==> src/rtl/telnet_option_negotiator_core_assert.svh <==
// assertion macros for the negotiator rtl
// expects clk and rst_n in the scope where a macro is used
`ifndef TELNET_OPTION_NEGOTIATOR_CORE_ASSERT_SVH
`define TELNET_OPTION_NEGOTIATOR_CORE_ASSERT_SVH

// same-cycle implication, held off during reset
`define TONC_ASSERT_IMPLY(lbl, ante, cons) \
  lbl: assert property (@(posedge clk) disable iff (!rst_n) (ante) |-> (cons)) \
    else $error("tonc assertion failed");

// next-cycle implication, held off during reset
`define TONC_ASSERT_NEXT(lbl, ante, cons) \
  lbl: assert property (@(posedge clk) disable iff (!rst_n) (ante) |=> (cons)) \
    else $error("tonc assertion failed");

`endif

==> src/rtl/tonc_pkg.sv <==
// shared types and codes for the telnet option negotiator
// no dependencies
package tonc_pkg;

  // telnet command codes
  localparam logic [7:0] CODE_IAC  = 8'd255;
  localparam logic [7:0] CODE_WILL = 8'd251;
  localparam logic [7:0] CODE_WONT = 8'd252;
  localparam logic [7:0] CODE_DO   = 8'd253;
  localparam logic [7:0] CODE_DONT = 8'd254;

  // option codes that are ever accepted
  localparam logic [7:0] OPT_BINARY = 8'd0;
  localparam logic [7:0] OPT_ECHO   = 8'd1;
  localparam logic [7:0] OPT_SGA    = 8'd3;

  // highest option code treated as known when answering wont and dont
  localparam logic [7:0] OPTION_LIMIT = 8'd6;

  localparam logic [7:0] CHAR_CR  = 8'h0D;
  localparam logic [7:0] CHAR_NUL = 8'h00;

  // configuration register indexes
  localparam int unsigned CFG_IDX_W = 1;
  localparam logic [CFG_IDX_W-1:0] CFG_DENY_ECHO = 1'b0;
  localparam logic [CFG_IDX_W-1:0] CFG_CR_NUL    = 1'b1;

  // what the back end has to emit for one item
  typedef enum logic [1:0] {
    JOB_ONE,    // single byte
    JOB_CRNUL,  // typed cr then nul
    JOB_REPLY   // iac, ack, option
  } job_kind_t;

  typedef struct packed {
    job_kind_t  kind;
    logic [7:0] data;    // the byte, or the option code of a reply
    logic [7:0] ack;     // verb of a reply
    logic       to_net;
    logic       echo;    // remote echo flag after the item
  } job_t;

  typedef struct packed {
    logic empty;
    logic full;
  } q_stat_t;

endpackage

==> src/rtl/tonc_front.sv <==
// front end: parses bytes, keeps option flags and config, builds jobs
// depends on tonc_pkg
module tonc_front (
  input  logic                              clk,
  input  logic                              rst_n,
  input  logic                              in_push,
  input  logic                              in_action,
  input  logic [7:0]                        in_byte,
  input  logic                              q_full,
  input  logic                              cfg_valid,
  input  logic [tonc_pkg::CFG_IDX_W-1:0]    cfg_index,
  input  logic                              cfg_data,
  output logic                              job_push,
  output tonc_pkg::job_t                    job
);
  import tonc_pkg::*;

  typedef enum logic [1:0] {PH_DATA, PH_CMD, PH_OPT} phase_t;

  localparam logic [1:0] VERB_WILL = 2'd0;
  localparam logic [1:0] VERB_WONT = 2'd1;
  localparam logic [1:0] VERB_DO   = 2'd2;
  localparam logic [1:0] VERB_DONT = 2'd3;

  phase_t     phase_r, phase_nxt;
  logic [1:0] verb_r, verb_nxt;
  logic       rem_bin_r, rem_bin_nxt;
  logic       rem_echo_r, rem_echo_nxt;
  logic       rem_sga_r, rem_sga_nxt;
  logic       loc_sga_r, loc_sga_nxt;
  logic       deny_echo_r;
  logic       cr_nul_r;

  logic       accept;
  logic       is_verb;
  logic       known;
  logic       rem_opt;
  logic       rem_cur;
  logic       loc_cur;
  logic [7:0] verb_diff;

  assign accept    = in_push && !q_full;
  assign is_verb   = (in_byte >= CODE_WILL) && (in_byte <= CODE_DONT);
  assign verb_diff = in_byte - CODE_WILL;
  assign known     = in_byte <= OPTION_LIMIT;
  // only binary, echo and sga can ever hold a remote flag, only sga a local one
  assign rem_opt   = (in_byte == OPT_BINARY) || (in_byte == OPT_ECHO) ||
                     (in_byte == OPT_SGA);
  assign rem_cur   = ((in_byte == OPT_BINARY) && rem_bin_r) ||
                     ((in_byte == OPT_ECHO) && rem_echo_r) ||
                     ((in_byte == OPT_SGA) && rem_sga_r);
  assign loc_cur   = (in_byte == OPT_SGA) && loc_sga_r;

  always_comb begin
    phase_nxt    = phase_r;
    verb_nxt     = verb_r;
    rem_bin_nxt  = rem_bin_r;
    rem_echo_nxt = rem_echo_r;
    rem_sga_nxt  = rem_sga_r;
    loc_sga_nxt  = loc_sga_r;
    job_push     = 1'b0;
    job.kind     = JOB_ONE;
    job.data     = in_byte;
    job.ack      = CHAR_NUL;
    job.to_net   = 1'b0;
    if (accept) begin
      if (in_action) begin
        // keyboard byte, parse state untouched
        job_push   = 1'b1;
        job.to_net = 1'b1;
        if ((in_byte == CHAR_CR) && cr_nul_r) begin
          job.kind = JOB_CRNUL;
        end
      end else begin
        unique case (phase_r)
          PH_CMD: begin
            if (is_verb) begin
              verb_nxt  = verb_diff[1:0];
              phase_nxt = PH_OPT;
            end else begin
              phase_nxt = PH_DATA;
              // doubled iac is a literal 255, other commands are dropped
              job_push  = in_byte == CODE_IAC;
            end
          end
          PH_OPT: begin
            phase_nxt  = PH_DATA;
            job.kind   = JOB_REPLY;
            job.to_net = 1'b1;
            unique case (verb_r)
              VERB_WILL: begin
                if (!rem_opt) begin
                  job_push = 1'b1;
                  job.ack  = CODE_DONT;
                end else if (!rem_cur) begin
                  job_push = 1'b1;
                  if ((in_byte == OPT_ECHO) && deny_echo_r) begin
                    job.ack = CODE_DONT;
                  end else begin
                    job.ack = CODE_DO;
                    if (in_byte == OPT_BINARY) rem_bin_nxt = 1'b1;
                    if (in_byte == OPT_ECHO)   rem_echo_nxt = 1'b1;
                    if (in_byte == OPT_SGA)    rem_sga_nxt = 1'b1;
                  end
                end
              end
              VERB_WONT: begin
                job.ack = CODE_DONT;
                if (!known) begin
                  job_push = 1'b1;
                end else if (rem_cur) begin
                  job_push = 1'b1;
                  if (in_byte == OPT_BINARY) rem_bin_nxt = 1'b0;
                  if (in_byte == OPT_ECHO)   rem_echo_nxt = 1'b0;
                  if (in_byte == OPT_SGA)    rem_sga_nxt = 1'b0;
                end
              end
              VERB_DO: begin
                if (in_byte != OPT_SGA) begin
                  job_push = 1'b1;
                  job.ack  = CODE_WONT;
                end else if (!loc_sga_r) begin
                  job_push    = 1'b1;
                  job.ack     = CODE_WILL;
                  loc_sga_nxt = 1'b1;
                end
              end
              VERB_DONT: begin
                job.ack = CODE_WONT;
                if (!known) begin
                  job_push = 1'b1;
                end else if (loc_cur) begin
                  job_push    = 1'b1;
                  loc_sga_nxt = 1'b0;
                end
              end
              default: ;
            endcase
          end
          default: begin
            if (in_byte == CODE_IAC) begin
              phase_nxt = PH_CMD;
            end else begin
              phase_nxt = PH_DATA;
              job_push  = 1'b1;
            end
          end
        endcase
      end
    end
    job.echo = rem_echo_nxt;
  end

  always_ff @(posedge clk) begin
    if (!rst_n) begin
      phase_r     <= PH_DATA;
      verb_r      <= VERB_WILL;
      rem_bin_r   <= 1'b0;
      rem_echo_r  <= 1'b0;
      rem_sga_r   <= 1'b0;
      loc_sga_r   <= 1'b0;
      deny_echo_r <= 1'b0;
      cr_nul_r    <= 1'b0;
    end else begin
      phase_r    <= phase_nxt;
      verb_r     <= verb_nxt;
      rem_bin_r  <= rem_bin_nxt;
      rem_echo_r <= rem_echo_nxt;
      rem_sga_r  <= rem_sga_nxt;
      loc_sga_r  <= loc_sga_nxt;
      if (cfg_valid) begin
        unique case (cfg_index)
          CFG_DENY_ECHO: deny_echo_r <= cfg_data;
          CFG_CR_NUL:    cr_nul_r <= cfg_data;
          default: ;
        endcase
      end
    end
  end

endmodule

==> src/rtl/tonc_queue.sv <==
// job queue between front and back end
// depends on tonc_pkg
module tonc_queue #(
  parameter int unsigned DEPTH = 4
) (
  input  logic               clk,
  input  logic               rst_n,
  input  logic               push,
  input  tonc_pkg::job_t     wr_job,
  input  logic               pop,
  output tonc_pkg::job_t     rd_job,
  output tonc_pkg::q_stat_t  stat
);
  import tonc_pkg::*;

  localparam int unsigned PTR_W = (DEPTH > 1) ? $clog2(DEPTH) : 1;
  localparam int unsigned CNT_W = $clog2(DEPTH + 1);
  localparam logic [PTR_W-1:0] PTR_LAST = PTR_W'(DEPTH - 1);
  localparam logic [CNT_W-1:0] CNT_FULL = CNT_W'(DEPTH);

  job_t             mem_r [DEPTH];
  logic [PTR_W-1:0] wr_ptr_r, wr_ptr_nxt;
  logic [PTR_W-1:0] rd_ptr_r, rd_ptr_nxt;
  logic [CNT_W-1:0] count_r, count_nxt;
  logic             do_push;
  logic             do_pop;

  assign stat.empty = count_r == '0;
  assign stat.full  = count_r == CNT_FULL;
  assign do_push    = push && !stat.full;
  assign do_pop     = pop && !stat.empty;
  assign rd_job     = mem_r[rd_ptr_r];

  always_comb begin
    wr_ptr_nxt = wr_ptr_r;
    rd_ptr_nxt = rd_ptr_r;
    count_nxt  = count_r;
    if (do_push) begin
      wr_ptr_nxt = (wr_ptr_r == PTR_LAST) ? '0 : wr_ptr_r + 1'b1;
    end
    if (do_pop) begin
      rd_ptr_nxt = (rd_ptr_r == PTR_LAST) ? '0 : rd_ptr_r + 1'b1;
    end
    if (do_push && !do_pop) begin
      count_nxt = count_r + 1'b1;
    end else if (do_pop && !do_push) begin
      count_nxt = count_r - 1'b1;
    end
  end

  always_ff @(posedge clk) begin
    if (do_push) begin
      mem_r[wr_ptr_r] <= wr_job;
    end
  end

  always_ff @(posedge clk) begin
    if (!rst_n) begin
      wr_ptr_r <= '0;
      rd_ptr_r <= '0;
      count_r  <= '0;
    end else begin
      wr_ptr_r <= wr_ptr_nxt;
      rd_ptr_r <= rd_ptr_nxt;
      count_r  <= count_nxt;
    end
  end

endmodule

==> src/rtl/tonc_back.sv <==
// back end: expands each job into result bytes through an output register
// depends on tonc_pkg
module tonc_back (
  input  logic            clk,
  input  logic            rst_n,
  input  tonc_pkg::job_t  head,
  input  logic            q_empty,
  output logic            q_pop,
  output logic            out_empty,
  input  logic            out_pop,
  output logic [7:0]      out_byte,
  output logic            out_to_network,
  output logic            out_last,
  output logic            out_remote_echo
);
  import tonc_pkg::*;

  logic [1:0] seq_r, seq_nxt;
  logic       out_valid_r;
  logic [7:0] byte_r;
  logic       net_r;
  logic       last_r;
  logic       echo_r;
  logic       load;
  logic [7:0] el_byte;
  logic       el_last;

  assign load = !q_empty && (!out_valid_r || out_pop);

  // pick the element of the head job that seq_r points at
  always_comb begin
    el_byte = head.data;
    el_last = 1'b1;
    unique case (head.kind)
      JOB_ONE: ;
      JOB_CRNUL: begin
        el_last = seq_r != 2'd0;
        el_byte = (seq_r == 2'd0) ? head.data : CHAR_NUL;
      end
      JOB_REPLY: begin
        el_last = seq_r == 2'd2;
        unique case (seq_r)
          2'd0:    el_byte = CODE_IAC;
          2'd1:    el_byte = head.ack;
          default: el_byte = head.data;
        endcase
      end
      default: ;
    endcase
  end

  assign q_pop   = load && el_last;
  assign seq_nxt = !load ? seq_r : (el_last ? 2'd0 : seq_r + 2'd1);

  always_ff @(posedge clk) begin
    if (load) begin
      byte_r <= el_byte;
      net_r  <= head.to_net;
      last_r <= el_last;
      echo_r <= head.echo;
    end
  end

  always_ff @(posedge clk) begin
    if (!rst_n) begin
      seq_r       <= 2'd0;
      out_valid_r <= 1'b0;
    end else begin
      seq_r <= seq_nxt;
      if (load) begin
        out_valid_r <= 1'b1;
      end else if (out_pop) begin
        out_valid_r <= 1'b0;
      end
    end
  end

  assign out_empty       = !out_valid_r;
  assign out_byte        = byte_r;
  assign out_to_network  = net_r;
  assign out_last        = last_r;
  assign out_remote_echo = echo_r;

endmodule

==> src/rtl/telnet_option_negotiator_core.sv <==
// telnet option negotiator, top level
// instantiates tonc_front, tonc_queue and tonc_back; uses tonc_pkg and the assert header
//
// channel   direction  handshake            payload
// in_       input      push / full          in_action, in_byte
// out_      output     empty / pop          out_byte, out_to_network, out_last,
//                                           out_remote_echo
// cfg_      input      cfg_valid/cfg_ready  cfg_index, cfg_data
//
// one input item can be taken every cycle while the job queue is not full; each result
// byte leaves the output register on its own, so a job gives one byte, two for cr plus nul
// and three for a negotiation reply, and the job queue of QUEUE_DEPTH entries absorbs that
// first result of an item goes into the job queue, then into the output register
// in_full is high exactly while the job queue is full; cfg_ready is always high
// synchronous reset clears parse state, option flags and config, and empties the queue
module telnet_option_negotiator_core #(
  parameter int unsigned QUEUE_DEPTH = 4
) (
  input  logic                              clk,
  input  logic                              rst_n,
  // input channel
  input  logic                              in_push,
  output logic                              in_full,
  input  logic                              in_action,
  input  logic [7:0]                        in_byte,
  // result channel
  output logic                              out_empty,
  input  logic                              out_pop,
  output logic [7:0]                        out_byte,
  output logic                              out_to_network,
  output logic                              out_last,
  output logic                              out_remote_echo,
  // configuration write channel
  input  logic                              cfg_valid,
  output logic                              cfg_ready,
  input  logic [tonc_pkg::CFG_IDX_W-1:0]    cfg_index,
  input  logic                              cfg_data
);
  import tonc_pkg::*;
  `include "telnet_option_negotiator_core_assert.svh"

  job_t    fr_job;
  logic    fr_push;
  job_t    q_head;
  logic    q_pop;
  q_stat_t q_stat;

  // config writes never wait
  assign cfg_ready = 1'b1;
  assign in_full   = q_stat.full;

  // front: parse and negotiate, one transaction per cycle while the job queue has room
  tonc_front u_front (
    .clk       (clk),
    .rst_n     (rst_n),
    .in_push   (in_push),
    .in_action (in_action),
    .in_byte   (in_byte),
    .q_full    (q_stat.full),
    .cfg_valid (cfg_valid),
    .cfg_index (cfg_index),
    .cfg_data  (cfg_data),
    .job_push  (fr_push),
    .job       (fr_job)
  );

  // decouples the parser from result delivery
  tonc_queue #(
    .DEPTH (QUEUE_DEPTH)
  ) u_queue (
    .clk    (clk),
    .rst_n  (rst_n),
    .push   (fr_push),
    .wr_job (fr_job),
    .pop    (q_pop),
    .rd_job (q_head),
    .stat   (q_stat)
  );

  // back: one result byte per cycle into the output register while it is free or popped and the job queue is not empty
  tonc_back u_back (
    .clk             (clk),
    .rst_n           (rst_n),
    .head            (q_head),
    .q_empty         (q_stat.empty),
    .q_pop           (q_pop),
    .out_empty       (out_empty),
    .out_pop         (out_pop),
    .out_byte        (out_byte),
    .out_to_network  (out_to_network),
    .out_last        (out_last),
    .out_remote_echo (out_remote_echo)
  );

  // results bound for the terminal are always alone in their transaction
  `TONC_ASSERT_IMPLY(a_term_single, !out_empty && !out_to_network, out_last)
  // a keyboard byte always leaves a job queued
  `TONC_ASSERT_NEXT(a_key_queued, in_push && !in_full && in_action, !q_stat.empty)
  // the rest of a multi-byte result follows right behind
  `TONC_ASSERT_NEXT(a_burst_cont, out_pop && !out_empty && !out_last, !out_empty)
  // nothing appears at the output without a queued job
  `TONC_ASSERT_NEXT(a_no_invent, q_stat.empty && out_empty, out_empty)

endmodule
==> config.mk <==
export PLATFORM = sky130hd
export DESIGN_NAME = telnet_option_negotiator_core
export DESIGN_NICKNAME = d
export VERILOG_FILES = /design/src/rtl/tonc_pkg.sv /design/src/rtl/tonc_front.sv /design/src/rtl/tonc_queue.sv /design/src/rtl/tonc_back.sv /design/src/rtl/telnet_option_negotiator_core.sv
export VERILOG_INCLUDE_DIRS = /design/src /design/src/rtl
export SDC_FILE = /design/constraint.sdc
export NUM_CORES = 1
export LEC_CHECK = 0
export BUFFER_PORTS_ARGS = -buffer_cell sky130_fd_sc_hd__buf_2
export CORE_AREA = 10 10 113 115
export CTS_CLUSTER_DIAMETER = 150
export DETAILED_ROUTE_END_ITERATION = 7
export DIE_AREA = 0 0 123 125
export GPL_ROUTABILITY_DRIVEN = 0
export PLACE_DENSITY = 0.63
export SYNTH_ARGS = -nofsm -noshare
export SYNTH_HDL_FRONTEND = slang
export SYNTH_SLANG_ARGS = --single-unit
==> constraint.sdc <==
create_clock -name clk -period 3.6 [get_ports clk]
set_input_delay 0.36 -clock clk [delete_from_list [all_inputs] [get_ports clk]]
set_output_delay 0.36 -clock clk [all_outputs]
set_load 0.01 [all_outputs]
### Word-level counts from Yosys, hierarchy flattened

Memories as Yosys holds them, arrays and structs flattened. A register that Yosys moved wholly into a read port is not among the register bits.
Cells that the tools add are included.

| word-level totals | value |
|---|---|
| flip-flop bits (word level) | 31 |
| bits in writable memories | 80 |
| output and inout port bits | 14 |
| word-level logic and storage cells | 175 |
| memories | 1 |

| cells by class | value |
|---|---|
| add/subtract/negate cells | 6 |
| $lt $le $gt $ge | 3 |
| eq/ne operators | 29 |
| multiplexer cells | 77 |
| bitwise gates (word level) | 2 |
| reductions and logical operators | 40 |

Memory list:

| name | depth | bits a word | rd ports | clocked after Yosys merged registers in | wr ports | RTL line | RTL |
|---|---|---|---|---|---|---|---|
| u_queue.mem_r | 4 | 20 | 1 | 1 | 1 | tonc_queue.sv:21 | `job_t mem_r [DEPTH];` |

Operators with widths:

| cell | count |
|---|---|
| 8-bit 2-to-1 mux | 6 |
| 1-bit 2-to-1 mux | 46 |
| 8-bit case mux with 2 select lines | 2 |
| 8-bit case mux with 4 select lines | 1 |
| 11-bit AND reduction | 2 |
| 2-bit 2-to-1 mux | 10 |
| 9-bit 2-to-1 mux | 2 |
| 2-bit by 1-bit inequality test with 1-bit output (second input constant) | 9 |
| 2-bit == test (second input constant) | 7 |
| 1-bit logical AND | 14 |
| 1-bit case mux with 2 select lines | 6 |
| 2-bit nonzero test | 5 |
| 2-bit by 1-bit == test with 1-bit output (second input constant) | 4 |
| 8-bit by 1-bit == test with 1-bit output (second input constant) | 1 |
| 8-bit by 2-bit == test with 1-bit output (second input constant) | 1 |
| 8-bit by 4-bit == test with 1-bit output (second input constant) | 1 |
| 8-bit == test (second input constant) | 1 |
| 8-bit greater-or-equal comparator (second input constant) | 1 |
| 8-bit by 3-bit less-or-equal comparator with 1-bit output (second input constant) | 1 |
| 8-bit less-or-equal comparator (second input constant) | 1 |
| 8-bit logical NOT | 1 |
| 8-bit by 2-bit inequality test with 1-bit output (second input constant) | 1 |
| 7-bit AND reduction | 1 |
| 2-bit by 1-bit adder with 2-bit output (second input constant) | 3 |
| 15 further kinds | 30 |

### Longest topological paths before layout

| logic depth | value |
|---|---|
| word-level depth | 15 |
| depth in mapped cells | 13 |
| depth with buffers taken out | 13 |

### Hierarchy

From an unflattened synthesis, not the netlist that was laid out.

| unflattened totals | value |
|---|---|
| cells, all modules | 360 |
| area total of the unflattened synthesis | 5138.7 um^2 |

Modules (own cells, without submodules):

| module | instances | cells each | area an instance (um^2) | seq. area each (um^2) |
|---|---|---|---|---|
| tonc_queue | 1 | 155 | 3359.5 | 2582.5 |
| tonc_front | 1 | 135 | 1017.2 | 200.2 |
| tonc_back | 1 | 68 | 750.7 | 390.4 |
| telnet_option_negotiator_core | 1 | 2 | 11.3 | 0.0 |

### Worst setup path before layout

Ideal clock, no wire load.

| timing | value |
|---|---|
| path type | register to register |
| start | register (tool-made name) |
| end | register u_queue.count_r[2] |
| library setup time | 0.076 ns |
| arrival time | 3.481 ns |
| data required time | 3.524 ns |
| path slack | 0.043 ns |
| stages on the path, launching flop included | 14 |
| buffers on the path | 2 |
| period minus slack after synthesis | 3.557 ns |
| cells stage by stage | dfxtp_1 clkbuf_1 buf_2 mux4_2 inv_1 ha_1 a221o_1 nand2_1 ha_1 inv_1 fa_1 xor2_1 or3_1 a21boi_0 |

RTL lines:

| item | RTL line | RTL |
|---|---|---|
| end signal: assignment | tonc_queue.sv:65 | `count_r <= count_nxt;` |
| end: declaration | tonc_queue.sv:24 | `logic [CNT_W-1:0] count_r, count_nxt;` |

==> impl_metrics.env <==
export IMPL_outcome="completed"
export IMPL_final_seq_area_um2=2690
export IMPL_synth_avg_cell_area_um2=14.2
export IMPL_startpoint_type="flop"
export IMPL_cpLargestDelayFamily="adder cells"
export IMPL_cp_slowest_stage_delay_ns=0.53
export IMPL_fin_cells=487
export IMPL_core_um2=10600
export IMPL_rsz0062_at_grt="no"
export IMPL_cts_resized=0
export IMPL_path_cells="mux4_2 > inv_1 > ha_1 > a221o_1 > nand2_1 > ha_1 > inv_1 > fa_1 > xor2_1 > or3_1 > a21boi_0"
export IMPL_drtIter0Drc=150
export IMPL_fin_util_pct=45.4
export IMPL_hpwl_um=5690
export IMPL_grt_pass1_wl_um=13400
export IMPL_slew_headroom_pct=50.0
export IMPL_clock_skew_ns=0.0113
export IMPL_die_area_um2=15400
export IMPL_io_buffers=28
export IMPL_worstPathArrival_ns=3.42
export IMPL_synth_cells=305
export IMPL_end_kind="flop"
export IMPL_clock_path_buffers=2
export IMPL_fill_cells=961
export IMPL_num_io_pins=30
export IMPL_drtAntennaViolNets=0
export IMPL_fmax_ghz=0.319
export IMPL_ir_drop_mv=0.217
export IMPL_hold_slack_ns=0.248
export IMPL_synth_edf_count=75
export IMPL_ys_async_sr_fraction_pct=0
export IMPL_area_delta_synth_final_pct=11.5
export IMPL_post_cts_buffers=0
export IMPL_worst_slew_pin_slew_ns=0.749
export IMPL_path_max_fanout=5
export IMPL_grt_overflow=0
export IMPL_tns_ns=0
export IMPL_fin_nets=376
export IMPL_hold_viol=0
export IMPL_ys_seq_area_share_pct=62.3
export IMPL_wl_per_cell_um=16.5
export IMPL_synth_ff_type="edfxtp_1"
export IMPL_p_leak_nw=1.81
export IMPL_dieHeight_um=125
export IMPL_totalPowerFinal_w=0.00295
export IMPL_cts_max_level=3
export IMPL_multi_input_area_um2=1470
export IMPL_antenna_found_initial=0
export IMPL_maxSlewViolCount=0
export IMPL_fp_row_count=38
export IMPL_drive_above_1_share_pct=21.9
export IMPL_dpl_cell_count=471
export IMPL_slowest_stage="mux4_2"
export IMPL_finalCritPeriodShare_pct=87.0
export IMPL_reg2reg_slack_ns=0.47
export IMPL_setup_viol_count_final=0
export IMPL_vias=2485
export IMPL_pwr_density_cell_nw_per_um2=612
export IMPL_worstSetupPathType="flop to flop"
export IMPL_start_util_pct=40.8
export IMPL_syn_cell_area_um2=4320
export IMPL_min_path_type="input pin to flop"
export IMPL_cts_tree="built"
export IMPL_synth_net_count=339
export IMPL_via_per_inst=5.10
export IMPL_cts_root_buf="clkbuf_8"
export IMPL_ys_ff_latch=97
export IMPL_synth_cell_type_count=56
export IMPL_cp_num_buf_inv=2
export IMPL_grt_pass1_vias=2570
export IMPL_cts_sinks=97
export IMPL_clock_latency_ns=0.37
export IMPL_fp_dieW_um=123
export IMPL_grt_max_degree=23
export IMPL_cts_hold_buf=0
export IMPL_antenna_cells=0
export IMPL_hp_start="in_byte[6]"
export IMPL_wl_um=8060
export IMPL_yosys_warnings=0
export IMPL_clk_pin_slew_worst_paths_ns=0.09
export IMPL_drtPass1Iterations=5
export IMPL_drv_cap=0
export IMPL_cts_buffers=9
export IMPL_track_usage_pct=11.2
export IMPL_drc_errors=0
export IMPL_fin_crit_ns=3.13
export IMPL_critical_path_required_ns=3.89
-- where the power goes --
part	internal (W)	switching (W)	leakage (nW)
combinational	0.000351	0.000460	0.837
clock	0.000276	0.000371	0.0847
sequential	0.00143	0.0000635	0.892
total	0.00206	0.000894	1.81
-- metrics by stage --
stage / area [um2] / worst slack (ns)
final: 4820 / 0.469
after global routing: 4820 / 0.223
after CTS: 4820 / 0.437
after detailed placement: 4640 / 0.187
after global placement: 4640 / 0.277
after floorplan: 4320 / 0.0430
-- metal layers --
layer	vias up	GRT usage, %	routed length, um
met2	67	17.4	3810
li1	1213	-	-
met5	-	0	0
met3	11	3.38	451
met1	1194	14.5	3660
met4	0	4.11	145
-- final timing paths --
kind | to | cells past startpoint
worst max-delay path | u_queue.count_r[2] | 11
worst max register to register | u_queue.count_r[2] | 11
worst min register to register | u_front.cr_nul_r | 2
worst min-delay path | u_queue.mem_r[1][16] | 1
-- cells by family after synthesis --
group,share of synthesized area [%]
DFF,62.3
and+or+nand+nor,11.8
buffers and inverters,3.76
AOI/OAI and AO/OA,6.05
muxes,9.99
adders and majority gates,5.38
xor gates and xnor gates,0.608
other,0.0867
-- synth_stat cells, types with 2 or more instances --
| cell | count | area (um2) |
|---|---|---|
| edfxtp_1 | 75 | 2250 |
| inv_1 | 31 | 116 |
| dfxtp_1 | 22 | 440 |
| ha_1 | 17 | 213 |
| nand2_1 | 17 | 63.8 |
| mux4_2 | 16 | 360 |
| nor2_1 | 12 | 45.0 |
| nor2b_1 | 8 | 50.1 |
| o21ai_0 | 8 | 40.0 |
| a21oi_1 | 7 | 35.0 |
| nand3_1 | 7 | 35.0 |
| and2_1 | 6 | 37.5 |
| clkbuf_1 | 6 | 22.5 |
| mux2i_1 | 6 | 60.1 |
| a21boi_0 | 5 | 37.5 |
| and3_1 | 5 | 31.3 |
| o22ai_1 | 4 | 25.0 |
| or3_1 | 4 | 25.0 |
| nor3_1 | 3 | 15.0 |
| nor4_1 | 3 | 18.8 |
| or2_2 | 3 | 18.8 |
| a211oi_1 | 2 | 15.0 |
| a41o_1 | 2 | 20.0 |
| nand4_1 | 2 | 12.5 |
| nand4b_1 | 2 | 17.5 |
| xnor2_1 | 2 | 17.5 |
-- flip-flops by register name, indices dropped and copies added, names as in the netlist, 2 cells and up, named ones only --
register and cells:
u_back.out_byte 8, u_back.seq_r 2, u_front.phase_r 2, u_front.verb_r 2
u_queue.count_r 3, u_queue.mem_r 64, u_queue.rd_ptr_r 2, u_queue.wr_ptr_r 2
-- cells in the final DEF, fill, tap and decap left out, types with 2 or more instances in the layout --
cell      instances
or3_1             4
inv_1            31
buf_4             7
clkbuf_8         10
edfxtp_1         75
nor3_1            3
ha_1             17
nand4_1           2
buf_2            28
inv_6             2
o21ai_0           8
nand2_1          17
mux4_2           16
dfxtp_1          22
clkbuf_1          3
nand4b_1          2
nand3_1           7
or2_2             3
o22ai_1           4
nor4_1            3
a21boi_0          5
xnor2_1           2
and3_1            5
a211oi_1          2
nor2b_1           8
and2_1            6
mux2i_1           6
a41o_1            2
a21oi_1           7
nor2_1           12
-- final cells by class --
class | count | share of cell area (%)
clock buffers | 13 | 3.09
flip-flops and latches | 97 | 55.9
clock inverters | 3 | 0.519
repair buffers | 35 | 4.00
inverters | 31 | 2.41
multi-input cells | 168 | 30.5
well taps | 140 | 3.64
Note: power is estimated with default switching activity, not from simulation.
